## src/hdl/inflight_request_credit_tracker_assert.svh

```systemverilog
// Assertion macros for the in-flight tracker datapath.
`ifndef INFLIGHT_REQUEST_CREDIT_TRACKER_ASSERT_SVH
`define INFLIGHT_REQUEST_CREDIT_TRACKER_ASSERT_SVH

// Same-cycle implication, sampled on clk, off while in reset
`define ICT_ASSERT_IMP(lbl, ante, cons, msg) \
	lbl: assert property (@(posedge clk) disable iff (!arst_n) (ante) |-> (cons)) \
		else $error(msg);

// Next-cycle implication, sampled on clk, off while in reset
`define ICT_ASSERT_NXT(lbl, ante, cons, msg) \
	lbl: assert property (@(posedge clk) disable iff (!arst_n) (ante) |=> (cons)) \
		else $error(msg);

`endif

```

## src/hdl/ictrk_pkg.sv

```systemverilog
// Shared constants, codes and control types for the in-flight request tracker.
package ictrk_pkg;

	// Default sizes
	localparam int unsigned TABLE_DEPTH_DEF  = 16;
	localparam int unsigned NUM_STREAMS_DEF  = 4;
	localparam int unsigned MAX_RESULTS      = 16;
	localparam int unsigned DRAIN_CNT_W      = $clog2(MAX_RESULTS);

	// Field widths
	localparam int unsigned KIND_W   = 2;
	localparam int unsigned FRAME_W  = 32;
	localparam int unsigned TAG_W    = 16;
	localparam int unsigned MASK_W   = 4;
	localparam int unsigned LIMIT_W  = 6;
	localparam int unsigned COUNT_W  = 6;
	localparam int unsigned STATUS_W = 3;

	// Stream payload layout
	localparam int unsigned IN_TAG_LSB  = FRAME_W;
	localparam int unsigned IN_MASK_LSB = IN_TAG_LSB + TAG_W;
	localparam int unsigned IN_HAS_BIT  = IN_MASK_LSB + MASK_W;
	localparam int unsigned IN_WANT_BIT = IN_HAS_BIT + 1;
	localparam int unsigned IN_DATA_W   = 56;
	localparam int unsigned OUT_USED_W  = STATUS_W + 2 + FRAME_W + TAG_W;
	localparam int unsigned OUT_DATA_W  = 56;
	localparam int unsigned OUT_PAD_W   = OUT_DATA_W - OUT_USED_W;

	// Configuration port
	localparam int unsigned CFG_IDX_W  = 3;
	localparam int unsigned CFG_DATA_W = 6;
	localparam logic [CFG_IDX_W-1:0] CFG_MASK   = 3'd0;
	localparam logic [CFG_IDX_W-1:0] CFG_LIMIT0 = 3'd1;

	// Item kinds
	localparam logic [KIND_W-1:0] KIND_ADD    = 2'd0;
	localparam logic [KIND_W-1:0] KIND_REMOVE = 2'd1;
	localparam logic [KIND_W-1:0] KIND_CLEAR  = 2'd2;
	localparam logic [KIND_W-1:0] KIND_QUERY  = 2'd3;

	// Result status codes
	localparam logic [STATUS_W-1:0] ST_OK         = 3'd0;
	localparam logic [STATUS_W-1:0] ST_DUPLICATE  = 3'd1;
	localparam logic [STATUS_W-1:0] ST_STREAM_FULL = 3'd2;
	localparam logic [STATUS_W-1:0] ST_NOT_FOUND  = 3'd3;
	localparam logic [STATUS_W-1:0] ST_TAG_MISMATCH = 3'd4;
	localparam logic [STATUS_W-1:0] ST_NO_REQUEST = 3'd5;
	localparam logic [STATUS_W-1:0] ST_TABLE_FULL = 3'd6;

	// Controller to datapath commands
	typedef struct packed {
		logic accept;
		logic compare;
		logic execute;
		logic out_load;
		logic drain_step;
	} ctrl_cmd_t;

	// Datapath to controller status
	typedef struct packed {
		logic is_clear;
		logic out_free;
		logic drain_last;
	} dp_status_t;

endpackage

```

## src/hdl/ictrk_ctrl.sv

```systemverilog
// Sequencer for the in-flight tracker: accept, compare, execute, result or drain.
module ictrk_ctrl
	import ictrk_pkg::*;
(
	input  logic       clk,
	input  logic       arst_n,
	input  logic       s_tvalid,
	output logic       s_tready,
	input  dp_status_t stat,
	output ctrl_cmd_t  cmd
);

	localparam logic [2:0] S_IDLE  = 3'd0;
	localparam logic [2:0] S_CMP   = 3'd1;
	localparam logic [2:0] S_EXEC  = 3'd2;
	localparam logic [2:0] S_OUT   = 3'd3;
	localparam logic [2:0] S_DRAIN = 3'd4;

	logic [2:0] state_q;
	logic [2:0] state_n;

	// Next state and command decode
	always_comb begin
		state_n  = state_q;
		cmd      = '0;
		s_tready = 1'b0;
		unique case (state_q)
			S_IDLE: begin
				s_tready = 1'b1;
				if (s_tvalid) begin
					cmd.accept = 1'b1;
					state_n    = S_CMP;
				end
			end
			S_CMP: begin
				cmd.compare = 1'b1;
				state_n     = S_EXEC;
			end
			S_EXEC: begin
				cmd.execute = 1'b1;
				state_n     = stat.is_clear ? S_DRAIN : S_OUT;
			end
			S_OUT: begin
				if (stat.out_free) begin
					cmd.out_load = 1'b1;
					state_n      = S_IDLE;
				end
			end
			S_DRAIN: begin
				if (stat.out_free) begin
					cmd.drain_step = 1'b1;
					if (stat.drain_last) begin
						state_n = S_IDLE;
					end
				end
			end
			default: begin
				state_n = S_IDLE;
			end
		endcase
	end

	// Hold state
	always_ff @(posedge clk or negedge arst_n) begin
		if (!arst_n) begin
			state_q <= S_IDLE;
		end else begin
			state_q <= state_n;
		end
	end

endmodule

```

## src/hdl/ictrk_dp.sv

```systemverilog
// Datapath: request table, stream credit counters, configuration and result register.
`include "inflight_request_credit_tracker_assert.svh"
module ictrk_dp
	import ictrk_pkg::*;
#(
	parameter int unsigned TABLE_DEPTH = TABLE_DEPTH_DEF,
	parameter int unsigned NUM_STREAMS = NUM_STREAMS_DEF
) (
	input  logic                  clk,
	input  logic                  arst_n,
	input  ctrl_cmd_t             cmd,
	output dp_status_t            stat,
	input  logic [IN_DATA_W-1:0]  s_tdata,
	input  logic [KIND_W-1:0]     s_tuser,
	output logic                  m_tvalid,
	input  logic                  m_tready,
	output logic [OUT_DATA_W-1:0] m_tdata,
	output logic                  m_tuser,
	output logic                  m_tlast,
	input  logic                  cfg_we,
	input  logic [CFG_IDX_W-1:0]  cfg_index,
	input  logic [CFG_DATA_W-1:0] cfg_wdata
);

	localparam int unsigned IDX_W = (TABLE_DEPTH > 1) ? $clog2(TABLE_DEPTH) : 1;

	// Accepted item
	logic [KIND_W-1:0]  item_kind_q;
	logic [FRAME_W-1:0] item_frame_q;
	logic [TAG_W-1:0]   item_tag_q;
	logic [MASK_W-1:0]  item_mask_q;
	logic               item_has_q;
	logic               item_want_q;

	// Configuration
	logic [NUM_STREAMS-1:0] cfg_mask_q;
	logic [LIMIT_W-1:0]     limit_q [NUM_STREAMS];

	// Table and credits
	logic [TABLE_DEPTH-1:0] valid_q;
	logic [FRAME_W-1:0]     frame_q   [TABLE_DEPTH];
	logic [TAG_W-1:0]       tag_q     [TABLE_DEPTH];
	logic [MASK_W-1:0]      streams_q [TABLE_DEPTH];
	logic [COUNT_W-1:0]     count_q   [NUM_STREAMS];

	// Compare stage and execute results
	logic [TABLE_DEPTH-1:0] match_q;
	logic                   hit;
	logic [IDX_W-1:0]       hit_idx;
	logic                   free_found;
	logic [IDX_W-1:0]       free_idx;
	logic [MASK_W-1:0]      full_vec;
	logic                   blocked;
	logic [TAG_W-1:0]       sel_tag;
	logic [MASK_W-1:0]      sel_streams;
	logic [STATUS_W-1:0]    status_n;
	logic                   add_ok;
	logic                   remove_ok;
	logic                   clear_go;
	logic                   cfg_mask_wr;
	logic [STATUS_W-1:0]    res_status_q;
	logic                   res_inflight_q;

	// Drain walk
	logic [TABLE_DEPTH-1:0] pending_q;
	logic [TABLE_DEPTH-1:0] pending_rest;
	logic [DRAIN_CNT_W-1:0] drain_cnt_q;
	logic                   pend_any;
	logic [IDX_W-1:0]       low_idx;

	// Output register
	logic                out_valid_q;
	logic [STATUS_W-1:0] out_status_q;
	logic                out_inflight_q;
	logic                out_empty_q;
	logic                out_dvalid_q;
	logic [FRAME_W-1:0]  out_frame_q;
	logic [TAG_W-1:0]    out_tag_q;
	logic                out_last_q;

	// Latch the accepted transfer
	always_ff @(posedge clk or negedge arst_n) begin
		if (!arst_n) begin
			item_kind_q  <= KIND_ADD;
			item_frame_q <= '0;
			item_tag_q   <= '0;
			item_mask_q  <= '0;
			item_has_q   <= 1'b0;
			item_want_q  <= 1'b0;
		end else if (cmd.accept) begin
			item_kind_q  <= s_tuser;
			item_frame_q <= s_tdata[FRAME_W-1:0];
			item_tag_q   <= s_tdata[IN_TAG_LSB +: TAG_W];
			item_mask_q  <= s_tdata[IN_MASK_LSB +: MASK_W];
			item_has_q   <= s_tdata[IN_HAS_BIT];
			item_want_q  <= s_tdata[IN_WANT_BIT];
		end
	end

	// Configuration writes; bits above the stream count are dropped
	assign cfg_mask_wr = cfg_we && (cfg_index == CFG_MASK);

	always_ff @(posedge clk or negedge arst_n) begin
		if (!arst_n) begin
			cfg_mask_q <= '0;
			for (int s = 0; s < NUM_STREAMS; s++) begin
				limit_q[s] <= '0;
			end
		end else begin
			if (cfg_mask_wr) begin
				cfg_mask_q <= cfg_wdata[NUM_STREAMS-1:0];
			end
			for (int s = 0; s < NUM_STREAMS; s++) begin
				if (cfg_we && (cfg_index == CFG_IDX_W'(int'(CFG_LIMIT0) + s))) begin
					limit_q[s] <= cfg_wdata[LIMIT_W-1:0];
				end
			end
		end
	end

	// Compare the frame against every live entry
	always_ff @(posedge clk) begin
		if (cmd.compare) begin
			for (int i = 0; i < TABLE_DEPTH; i++) begin
				match_q[i] <= valid_q[i] && (frame_q[i] == item_frame_q);
			end
		end
	end

	// Lowest match, lowest free slot, lowest pending drain entry
	always_comb begin
		hit_idx  = '0;
		free_idx = '0;
		low_idx  = '0;
		for (int i = TABLE_DEPTH - 1; i >= 0; i--) begin
			if (match_q[i]) begin
				hit_idx = IDX_W'(i);
			end
			if (!valid_q[i]) begin
				free_idx = IDX_W'(i);
			end
			if (pending_q[i]) begin
				low_idx = IDX_W'(i);
			end
		end
	end

	assign hit        = |match_q;
	assign free_found = ~&valid_q;
	assign sel_tag     = tag_q[hit_idx];
	assign sel_streams = streams_q[hit_idx];

	// A stream is full when absent, unconfigured or at its limit
	for (genvar s = 0; s < MASK_W; s++) begin : g_full
		if (s < NUM_STREAMS) begin : g_real
			assign full_vec[s] = !cfg_mask_q[s] || (count_q[s] >= limit_q[s]);
		end else begin : g_absent
			assign full_vec[s] = 1'b1;
		end
	end
	assign blocked = |(item_mask_q & full_vec);

	// Decide the status of the item
	always_comb begin
		status_n = ST_OK;
		unique case (item_kind_q)
			KIND_ADD: begin
				priority if (hit) begin
					status_n = ST_DUPLICATE;
				end else if (blocked) begin
					status_n = ST_STREAM_FULL;
				end else if (!free_found) begin
					status_n = ST_TABLE_FULL;
				end else begin
					status_n = ST_OK;
				end
			end
			KIND_REMOVE: begin
				priority if (!item_has_q) begin
					status_n = ST_NO_REQUEST;
				end else if (!hit) begin
					status_n = ST_NOT_FOUND;
				end else if (sel_tag != item_tag_q) begin
					status_n = ST_TAG_MISMATCH;
				end else begin
					status_n = ST_OK;
				end
			end
			KIND_CLEAR: status_n = ST_OK;
			KIND_QUERY: status_n = ST_OK;
			default:    status_n = ST_OK;
		endcase
	end

	assign add_ok    = cmd.execute && (item_kind_q == KIND_ADD) && (status_n == ST_OK);
	assign remove_ok = cmd.execute && (item_kind_q == KIND_REMOVE) && (status_n == ST_OK);
	assign clear_go  = cmd.execute && (item_kind_q == KIND_CLEAR);

	// Update valid bits and drain set
	always_ff @(posedge clk or negedge arst_n) begin
		if (!arst_n) begin
			valid_q     <= '0;
			pending_q   <= '0;
			drain_cnt_q <= '0;
		end else begin
			if (clear_go) begin
				valid_q     <= '0;
				pending_q   <= item_want_q ? valid_q : '0;
				drain_cnt_q <= '0;
			end else if (add_ok) begin
				valid_q[free_idx] <= 1'b1;
			end else if (remove_ok) begin
				valid_q[hit_idx] <= 1'b0;
			end
			if (cmd.drain_step) begin
				pending_q   <= pending_rest;
				drain_cnt_q <= drain_cnt_q + 1'b1;
			end
		end
	end

	// Store a new entry
	always_ff @(posedge clk) begin
		if (add_ok) begin
			frame_q[free_idx]   <= item_frame_q;
			tag_q[free_idx]     <= item_tag_q;
			streams_q[free_idx] <= item_mask_q;
		end
	end

	// Take or return credits; zero on clear or mask write
	always_ff @(posedge clk or negedge arst_n) begin
		if (!arst_n) begin
			for (int s = 0; s < NUM_STREAMS; s++) begin
				count_q[s] <= '0;
			end
		end else begin
			for (int s = 0; s < NUM_STREAMS; s++) begin
				priority if (cfg_mask_wr || clear_go) begin
					count_q[s] <= '0;
				end else if (add_ok && item_mask_q[s]) begin
					count_q[s] <= count_q[s] + 1'b1;
				end else if (remove_ok && sel_streams[s] && (count_q[s] != '0)) begin
					count_q[s] <= count_q[s] - 1'b1;
				end else begin
					count_q[s] <= count_q[s];
				end
			end
		end
	end

	// Hold the result of a single-result item
	always_ff @(posedge clk) begin
		if (cmd.execute) begin
			res_status_q   <= status_n;
			res_inflight_q <= (item_kind_q == KIND_QUERY) && hit;
		end
	end

	// Drain bookkeeping
	assign pend_any     = |pending_q;
	assign pending_rest = pending_q & (pending_q - 1'b1);

	// Output register valid
	always_ff @(posedge clk or negedge arst_n) begin
		if (!arst_n) begin
			out_valid_q <= 1'b0;
		end else if (cmd.out_load || cmd.drain_step) begin
			out_valid_q <= 1'b1;
		end else if (m_tready) begin
			out_valid_q <= 1'b0;
		end
	end

	// Output register payload
	always_ff @(posedge clk) begin
		if (cmd.out_load) begin
			out_status_q   <= res_status_q;
			out_inflight_q <= res_inflight_q;
			out_empty_q    <= ~|valid_q;
			out_dvalid_q   <= 1'b0;
			out_frame_q    <= '0;
			out_tag_q      <= '0;
			out_last_q     <= 1'b1;
		end else if (cmd.drain_step) begin
			out_status_q   <= ST_OK;
			out_inflight_q <= 1'b0;
			out_empty_q    <= ~|valid_q;
			out_dvalid_q   <= pend_any;
			out_frame_q    <= pend_any ? frame_q[low_idx] : '0;
			out_tag_q      <= pend_any ? tag_q[low_idx] : '0;
			out_last_q     <= stat.drain_last;
		end
	end

	assign stat.is_clear   = (item_kind_q == KIND_CLEAR);
	assign stat.out_free   = !out_valid_q || m_tready;
	assign stat.drain_last = !pend_any || (pending_rest == '0) ||
		(drain_cnt_q == DRAIN_CNT_W'(MAX_RESULTS - 1));

	assign m_tvalid = out_valid_q;
	assign m_tlast  = out_last_q;
	assign m_tuser  = out_dvalid_q;
	assign m_tdata  = {{OUT_PAD_W{1'b0}}, out_tag_q, out_frame_q,
		out_empty_q, out_inflight_q, out_status_q};

	`ICT_ASSERT_NXT(a_clear_empties, clear_go, ~|valid_q, "clear left an entry valid")
	`ICT_ASSERT_NXT(a_add_fills, add_ok, |valid_q, "accepted add left the table empty")
	`ICT_ASSERT_IMP(a_drain_empty, out_valid_q && out_dvalid_q, out_empty_q && out_status_q == ST_OK, "drained entry with table not empty")
	`ICT_ASSERT_IMP(a_inflight_ok, out_valid_q && out_inflight_q, out_status_q == ST_OK && !out_dvalid_q, "in-flight flag on a bad result")

endmodule

```

## src/hdl/inflight_request_credit_tracker.sv

```systemverilog
// Top level of the credit-based in-flight request tracker.
//
//  channel  | direction | handshake          | payload
//  ---------+-----------+--------------------+-------------------------------------
//  s_*      | in        | s_tvalid/s_tready  | kind, frame, tag, mask, flags
//  m_*      | out       | m_tvalid/m_tready  | status, flags, drained entry, tlast
//  cfg_*    | in        | cfg_we             | register index and value
//
//  Add, remove and query each pass through accept, frame compare register, execute
//  and output register load; the load waits until the output register is free.
//  Clear passes through accept, compare and execute, then gives 1 to 16 results,
//  walking the table's drain set one entry per cycle while the output is free.
//  Reset empties the table, zeroes credits and configuration; no clearing pass.
//  The next item is accepted while a result waits in the output register; a
//  stalled output stops the sequencer before its next output load.
module inflight_request_credit_tracker
	import ictrk_pkg::*;
#(
	parameter int unsigned TABLE_DEPTH = TABLE_DEPTH_DEF,
	parameter int unsigned NUM_STREAMS = NUM_STREAMS_DEF
) (
	input  logic                  clk,
	input  logic                  arst_n,
	input  logic                  s_tvalid,
	output logic                  s_tready,
	// frame, request_tag, stream_mask, has_request, want_list, zero pad
	input  logic [IN_DATA_W-1:0]  s_tdata,
	// kind
	input  logic [KIND_W-1:0]     s_tuser,
	output logic                  m_tvalid,
	input  logic                  m_tready,
	// status, in_flight, empty_res, drained_frame, drained_tag, zero pad
	output logic [OUT_DATA_W-1:0] m_tdata,
	// drained_valid
	output logic                  m_tuser,
	output logic                  m_tlast,
	input  logic                  cfg_we,
	input  logic [CFG_IDX_W-1:0]  cfg_index,
	input  logic [CFG_DATA_W-1:0] cfg_wdata
);

	ctrl_cmd_t  cmd;
	dp_status_t stat;

	// Sequencer
	ictrk_ctrl u_ctrl (
		.clk      (clk),
		.arst_n   (arst_n),
		.s_tvalid (s_tvalid),
		.s_tready (s_tready),
		.stat     (stat),
		.cmd      (cmd)
	);

	// Table, credits and result register
	ictrk_dp #(
		.TABLE_DEPTH (TABLE_DEPTH),
		.NUM_STREAMS (NUM_STREAMS)
	) u_dp (
		.clk       (clk),
		.arst_n    (arst_n),
		.cmd       (cmd),
		.stat      (stat),
		.s_tdata   (s_tdata),
		.s_tuser   (s_tuser),
		.m_tvalid  (m_tvalid),
		.m_tready  (m_tready),
		.m_tdata   (m_tdata),
		.m_tuser   (m_tuser),
		.m_tlast   (m_tlast),
		.cfg_we    (cfg_we),
		.cfg_index (cfg_index),
		.cfg_wdata (cfg_wdata)
	);

endmodule
```

## config.mk

```make
export PLATFORM = sky130hd
export DESIGN_NAME = inflight_request_credit_tracker
export DESIGN_NICKNAME = d
export VERILOG_FILES = /design/src/hdl/ictrk_pkg.sv /design/src/hdl/ictrk_ctrl.sv /design/src/hdl/ictrk_dp.sv /design/src/hdl/inflight_request_credit_tracker.sv
export VERILOG_INCLUDE_DIRS = /design/src /design/src/hdl
export SDC_FILE = /design/constraint.sdc
export NUM_CORES = 2
export LEC_CHECK = 0
export BUFFER_PORTS_ARGS = -buffer_cell sky130_fd_sc_hd__buf_2
export CAP_MARGIN = 20
export CORE_ASPECT_RATIO = 2
export CORE_MARGIN = 2
export CORE_UTILIZATION = 39
export CTS_CLUSTER_SIZE = 40
export DETAILED_ROUTE_END_ITERATION = 16
export SLEW_MARGIN = 5
export SYNTH_ARGS = -nofsm -noshare
export SYNTH_HDL_FRONTEND = slang
export SYNTH_HIERARCHICAL = 1
export SYNTH_SLANG_ARGS = --single-unit
```

## constraint.sdc

```tcl
create_clock -name clk -period 6.8 [get_ports clk]
set_input_delay 1.02 -clock clk [delete_from_list [all_inputs] [get_ports clk]]
set_output_delay 1.02 -clock clk [all_outputs]
set_load 0.01 [all_outputs]
```

; After elaboration in Yosys (flattened, before gate mapping)
; Memory sizes are Yosys's and may differ from the RTL's.
; Index checks and enable logic that the tools add are counted.
[classes]
add_sub_neg = 10
magnitude_cmp = 8
n_eq_ne = 33
muxes = 105
bitwise = 5
reduce_logical = 81
[ops]
columns = cell, n
row1 = 32-bit == test, 16
row2 = 4-bit two-way mux, 50
row3 = 16-bit two-way mux, 7
row4 = 6-bit two-way mux, 12
row5 = 16-bit OR reduction, 3
row6 = 1-bit logical AND, 41
row7 = 3-bit two-way mux, 13
row8 = 16-bit AND, 2
row9 = 32-bit two-way mux, 1
row10 = 6-bit by 1-bit adder with 6-bit output (second input constant), 4
row11 = 6-bit >= comparator, 4
row12 = 6-bit nonzero test, 4
row13 = 6-bit by 1-bit subtractor with 6-bit output (second input constant), 4
row14 = 1-bit two-way mux, 18
row15 = 16-bit logical NOT, 1
row16 = 16-bit != test, 1
row17 = 16-bit NOT, 1
row18 = 16-bit bitwise OR, 1
row19 = 16-bit AND reduction, 1
row20 = 16-bit by 1-bit subtractor with 16-bit output (second input constant), 1
row21 = 3-bit case mux with 5 select lines, 1
row22 = 3-bit nonzero test, 5
row23 = 3-bit by 2-bit == test with 1-bit output (second input constant), 4
row24 = 4-bit by 5-bit < comparator with 1-bit output (second input constant), 2
row25 = 19 further kinds, 45
[word_totals]
regBits = 223
ram_bits = 832
inputBits = 72
out_inout_bits = 60
wordCells = 275
mem_count = 3
[memory_table]
columns = name, words, word_bits, rd, rd_clocked_by_memory_dff, wr, line
row1 = u_dp.frame_q, 16, 32, 17, 0, 1, ictrk_dp.sv:41  ; logic [FRAME_W-1:0] frame_q [TABLE_DEPTH];
row2 = u_dp.tag_q, 16, 16, 2, 0, 1, ictrk_dp.sv:42  ; logic [TAG_W-1:0] tag_q [TABLE_DEPTH];
row3 = u_dp.streams_q, 16, 4, 1, 0, 1, ictrk_dp.sv:43  ; logic [MASK_W-1:0] streams_q [TABLE_DEPTH];

; Logic depth before layout (Yosys ltp)
; An unclocked memory read counts as a cell.
[logic_depth]
depth_word = 29
mapped_depth = 18
ltp_nobuf = 18

; Modules after synthesis
; The synthesis kept the hierarchy.
[modules_own_cells]
columns = module, instances, cells_each, area_each_um2, seq_area_each_um2
row1 = ictrk_dp, 1, 4394, 51323.0, 30364.1
row2 = ictrk_ctrl, 1, 21, 188.9, 75.1

; Least setup slack after synthesis
; OpenSTA, ideal clock, no wires.
[synth_path]
path_kind = reg2reg
from = reg u_dp/count_q[0] (netlist bit)
to = reg u_dp.valid_q[2]
setup_time_ps = 93
t_arrival_ps = 6885
required_time_ps = 6707
slack_ps = -178
stages_incl_launch_ff = 14
path_buffers = 0
period_less_slack_ps = 6978
cell_sequence = dfrtp_1 inv_1 ha_1 nand2b_1 a21o_1 a21o_1 a21oi_1 o22ai_1 or4_1 nor3_2 nand2_1 nor3b_1 o21ai_0 a21oi_1
[synth_via]
elab_chain_cells = 11
word_cells_on_any_way = 13
cone_classes = order compare: 1 / mux: 5 / bitwise: 1 / reduce/logical: 6
[synth_rtl]
columns = item, line
row1 = start: declaration, ictrk_dp.sv:44  ; logic [COUNT_W-1:0] count_q [NUM_STREAMS];
row2 = start signal: indexed assignment, ictrk_dp.sv:242  ; count_q[s] <= count_q[s] + 1'b1;
row3 = start signal: indexed assignment, ictrk_dp.sv:244  ; count_q[s] <= count_q[s] - 1'b1;
row4 = start signal: indexed assignment, ictrk_dp.sv:246  ; count_q[s] <= count_q[s];
row5 = 6-bit >= comparator *, ictrk_dp.sv:156  ; assign full_vec[s] = !cfg_mask_q[s] || (count_q[s] >= limit_q[s]);
row6 = 1-bit logical OR *, ictrk_dp.sv:156
row7 = 4-bit AND *, ictrk_dp.sv:161  ; assign blocked = |(item_mask_q & full_vec);
row8 = 4-bit OR reduction *, ictrk_dp.sv:161
row9 = 3-bit two-way mux *, ictrk_dp.sv:170  ; end else if (blocked) begin
row10 = 3-bit two-way mux *, ictrk_dp.sv:168  ; priority if (hit) begin
row11 = 3-bit case mux with 3 select lines *, ictrk_dp.sv:166  ; unique case (item_kind_q)
row12 = 3-bit logical NOT *, "ictrk_dp.sv:195, ictrk_dp.sv:196"
row13 = 1-bit logical AND, ictrk_dp.sv:195  ; assign add_ok = cmd.execute && (item_kind_q == KIND_ADD) && (status_n == ST_OK);
row14 = 16-bit two-way mux, ictrk_dp.sv:210  ; end else if (add_ok) begin
row15 = 16-bit two-way mux, ictrk_dp.sv:206  ; if (clear_go) begin
row16 = end signal: assignment, ictrk_dp.sv:207  ; valid_q <= '0;
row17 = end signal: indexed assignment, ictrk_dp.sv:211  ; valid_q[free_idx] <= 1'b1;
row18 = end signal: indexed assignment, ictrk_dp.sv:213  ; valid_q[hit_idx] <= 1'b0;
row19 = end: declaration, ictrk_dp.sv:40  ; logic [TABLE_DEPTH-1:0] valid_q;
; Mark *: on every way between the ends. The rest lies on a longest branch, timed or not.
; A chain may end at the register's enable or synchronous reset.

; Worst setup path in the final report
[layout_path]
from = reg u_dp.match_q[7]
to = reg u_dp/count_q[19] (netlist bit)
[layout_via]
elab_chain_cells = 19
word_cells_on_any_way = 26
cone_classes = eq/ne: 1 / mux: 15 / reduce/logical: 8 / memory: 2
[layout_rtl]
columns = item, line
row1 = start: declaration, ictrk_dp.sv:47  ; logic [TABLE_DEPTH-1:0] match_q;
row2 = start signal: indexed assignment, ictrk_dp.sv:125  ; match_q[i] <= valid_q[i] && (frame_q[i] == item_frame_q);
row3 = 4-bit two-way mux (8 in series), ictrk_dp.sv:136  ; if (match_q[i]) begin
row4 = memory 16 x 16 bit, -
row5 = 16-bit != test, ictrk_dp.sv:183  ; end else if (sel_tag != item_tag_q) begin
row6 = 3-bit two-way mux, ictrk_dp.sv:183
row7 = 3-bit two-way mux, ictrk_dp.sv:181  ; end else if (!hit) begin
row8 = 3-bit two-way mux, ictrk_dp.sv:179  ; priority if (!item_has_q) begin
row9 = 3-bit case mux with 3 select lines, ictrk_dp.sv:166
row10 = 3-bit logical NOT, "ictrk_dp.sv:195, ictrk_dp.sv:196"
row11 = 1-bit logical AND (on tied branches), "ictrk_dp.sv:195, ictrk_dp.sv:196"
row12 = 1-bit logical AND (on tied branches), "ictrk_dp.sv:241, ictrk_dp.sv:243"
row13 = 6-bit two-way mux or 1-bit logical AND (tied branches), "ictrk_dp.sv:241, ictrk_dp.sv:243"
row14 = 6-bit two-way mux or 3-bit nonzero test (tied branches), -
; Parallel ways exist; a longest one is shown, timed or not.

==> metrics.yaml <==
timing:
  slew_headroom: 0.183
  finalCriticalPeriod_ns: 5.53
  final_max_slew_viol_count: 0
  fmax_mhz: 181
  finClkSkew_ns: 0.0530
  fin_tns_setup_ns: 0
  finalSetupViolCount: 0
  worst_slew_pin_slew_ns: 1.22
  rsz0062_at_grt: "false"
  period_share: 0.813
  hold_viol_final: 0
  layout_setup_ws_ns: 1.27
grt:
  antenna_found_initial: 5
  grt_max_degree: 107
  grt_pass1_vias: 37121
  track_usage: 0.288
  overflow: 0
  grt_pass1_wl_um: 275000
floorplanning:
  initial_core_util: 0.392
  die_y_um: 518
  core-area_um2: 131000
  die_area_um2: 135000
  rows: 188
  ios: 132
  die_width_um: 261
drt:
  drcViolationCount: 0
  drt_first_pass_iters: 8
  drtIter0Drc: 3768
  vias_per_cell: 6.06
  ant_nets: 0
  wirelength_um: 196000
  dr_total_vias: 38053
  wire_per_inst_um: 31.2
clock_network:
  post_cts_buffers: 0
  cts_buffers: 97
  cts_sinks: 1055
  cts_resized: 0
  clk_pin_slew_ns: 0.07
  clockBufferDepth: 3
  clkLatencyLatePin_ns: 0.77
  cts_tree: "done"
  htreeDepth: 3
  root_buffer: "clkbuf_16"
  ctsHoldBuffers: 0
run_status:
  status: "finished clean"
synthesis:
  yosysWarnings: 6
  postSynthAreaPerCell_um2: 11.7
  syn_area_um2: 51500
  synth_cells: 4415
  synthFlopType: "edfxtp_1"
  synth-async-reset-ratio: 0.140
  yosysUniqueCellTypes: 80
  synth_seq_cells: 1055
  synth_edf_count: 857
  synth-seq-area-share: 0.591
layout:
  fin_nets: 4601
  fillers: 12113
  postLayoutCellArea_um2: 58300
  syn_to_final_growth_pct: 13.2
  drive_above_1_share: 0.124
worst_setup_path:
  worst_ep_required_time_ns: 7.43
  worstPathCellList: "or3_1 > nor2_1 > a21o_2 > a211oi_1 > o31ai_1 > nand4_1 > xor2_1 > o211ai_1 > or2_2 > o31ai_4 > buf_4 > a21oi_1 > a211oi_1"
  path_buf_inv: 1
  crit_arrival_ns: 6.16
  cpMaxStageDelayCell: "nor2_1"
  critPathLaunchType: "flip-flop"
  worstSetupPathType: "flip-flop to flip-flop"
  crit_family: "compound AO/OA/AOI/OAI gates"
  setup.worst_path.end_class: "flip-flop"
  crit_top_cell: "a211oi_1"
  worstPathMaxFanout: 27
  crit_path_max_incr_delay_ns: 0.78
place:
  place_ws_ns: 1.48
  placedInstanceArea_um2: 54700
  dp.final_hpwl_um: 134000
  gp_congestion: 1.02
  numPortBuffers: 126
worst_hold_path:
  hp-class: "input pin to asynchronous set/reset pin"
job:
  drv_cap: 0
-- cells by family after synthesis --
| logic type | after synthesis | synth area share |
|---|---|---|
| AOI/OAI and AO/OA | 956 | 0.130 |
| buffers and inverters | 396 | 0.0307 |
| adders and majority gates | 47 | 0.0119 |
| other | 1 | 0.0000728 |
| and+or+nand+nor | 1322 | 0.124 |
| xor gates and xnor gates | 538 | 0.0915 |
| muxes | 100 | 0.0210 |
| DFF | 1055 | 0.591 |
-- registers in the layout, summed over array words and instances, names as in the netlist, 2 cells and up --
register / flops
u_dp/item_frame_q: 32
u_dp/out_tag_q: 16
u_dp/pending_q: 16
u_dp/tag_q: 256
u_dp/cfg_mask_q: 4
u_dp/drain_cnt_q: 4
u_dp/out_status_q: 3
u_dp/res_status_q: 3
u_dp/streams_q: 64
u_dp/item_kind_q: 2
u_dp/frame_q: 512
u_dp/valid_q: 16
u_dp/limit_q: 24
u_ctrl/state_q: 3
u_dp/out_frame_q: 32
u_dp/item_mask_q: 4
u_dp/item_tag_q: 16
u_dp/match_q: 16
u_dp/count_q: 24
-- placed cells by master (no fill, tap or decap), types with 59 or more instances in the layout --
master | synthesis | routed
dfrtp_1 | 148 | 147
xnor2_1 | 461 | 457
nand2_1 | 643 | 642
clkbuf_16 | 0 | 105
a31oi_1 | 113 | 111
buf_4 | 15 | 132
edfxtp_1 | 857 | 857
nor2_1 | 83 | 69
and2_1 | 182 | 182
buf_2 | 18 | 126
a21oi_1 | 177 | 174
inv_1 | 79 | 79
nand3_1 | 108 | 108
nand4_1 | 127 | 127
a311oi_1 | 83 | 83
xor2_1 | 77 | 77
nor4_1 | 61 | 59
o21ai_0 | 93 | 92
mux2_2 | 64 | 64
a211oi_1 | 246 | 245
-- area by class of cell --
class | count | area [um^2] | share of cell area
tap | 1710 | 2140 | 0.0367
clock buffer | 132 | 2820 | 0.0484
timing repair buffer | 285 | 2140 | 0.0366
antenna | 6 | 15.0 | 0.000258
sequential | 1055 | 30400 | 0.522
multi-input combinational | 2966 | 19800 | 0.340
inverter | 79 | 297 | 0.00509
clock inverter | 51 | 649 | 0.0111
-- worst paths after layout --
check | startpoint | to | slack (ns) | depth (start not counted)
min | arst_n | u_dp/item_frame_q[23]$_DFFE_PN0P_ | 0.26 | 1
min in group clk | u_dp/m_tuser$_SDFFE_PP0P_ | u_dp/m_tuser$_SDFFE_PP0P_ | 0.46 | 1
max reg2reg | u_dp/match_q[7]$_DFFE_PP_ | u_dp/count_q[19]$_DFFE_PN0P_ | 1.27 | 13
max | u_dp/match_q[7]$_DFFE_PP_ | u_dp/count_q[19]$_DFFE_PN0P_ | 1.27 | 13
min reg2reg | u_dp/m_tuser$_SDFFE_PP0P_ | u_dp/m_tuser$_SDFFE_PP0P_ | 0.46 | 1
max in group asynchronous | arst_n | u_dp/pending_q[6]$_DFFE_PN0P_ | 5.39 | 2
-- routing by layer --
layer  share of wire  vias to the layer above  GRT usage
li1                -                    16558          -
met3           0.058                      599     0.0407
met2            0.50                     1836      0.499
met5               0                        -          0
met4            0.12                        0      0.268
met1            0.32                    19060      0.296
-- cell usage after synthesis, drive strengths merged (65+ instances only) --
master	n	area, um^2
a211oi	247	1860
a21oi	178	895
a311oi	83	727
a31oi	114	728
and2	183	1150
clkbuf	262	983
dfrtp	148	3700
edfxtp	857	25700
inv	79	297
mux2	65	732
nand2	643	2410
nand3	108	541
nand4	127	795
nor2	83	312
o21ai	95	475
xnor2	461	4040
xor2	77	674
-- stage by stage --
step | cells | utilization | hold slack [ns]
CTS | 6273 | 0.443 | 0.279
global route | 6279 | 0.444 | 0.296
global placement | 6086 | 0.416 | 0.430
finish | 6284 | 0.444 | 0.259
detailed placement | 6090 | 0.417 | 0.450
floorplan | 4417 | - | 0.478
Power is left out: the tool's default activity adds up to more than one toggle a clock period on the data nets, which glitch-free logic cannot reach.
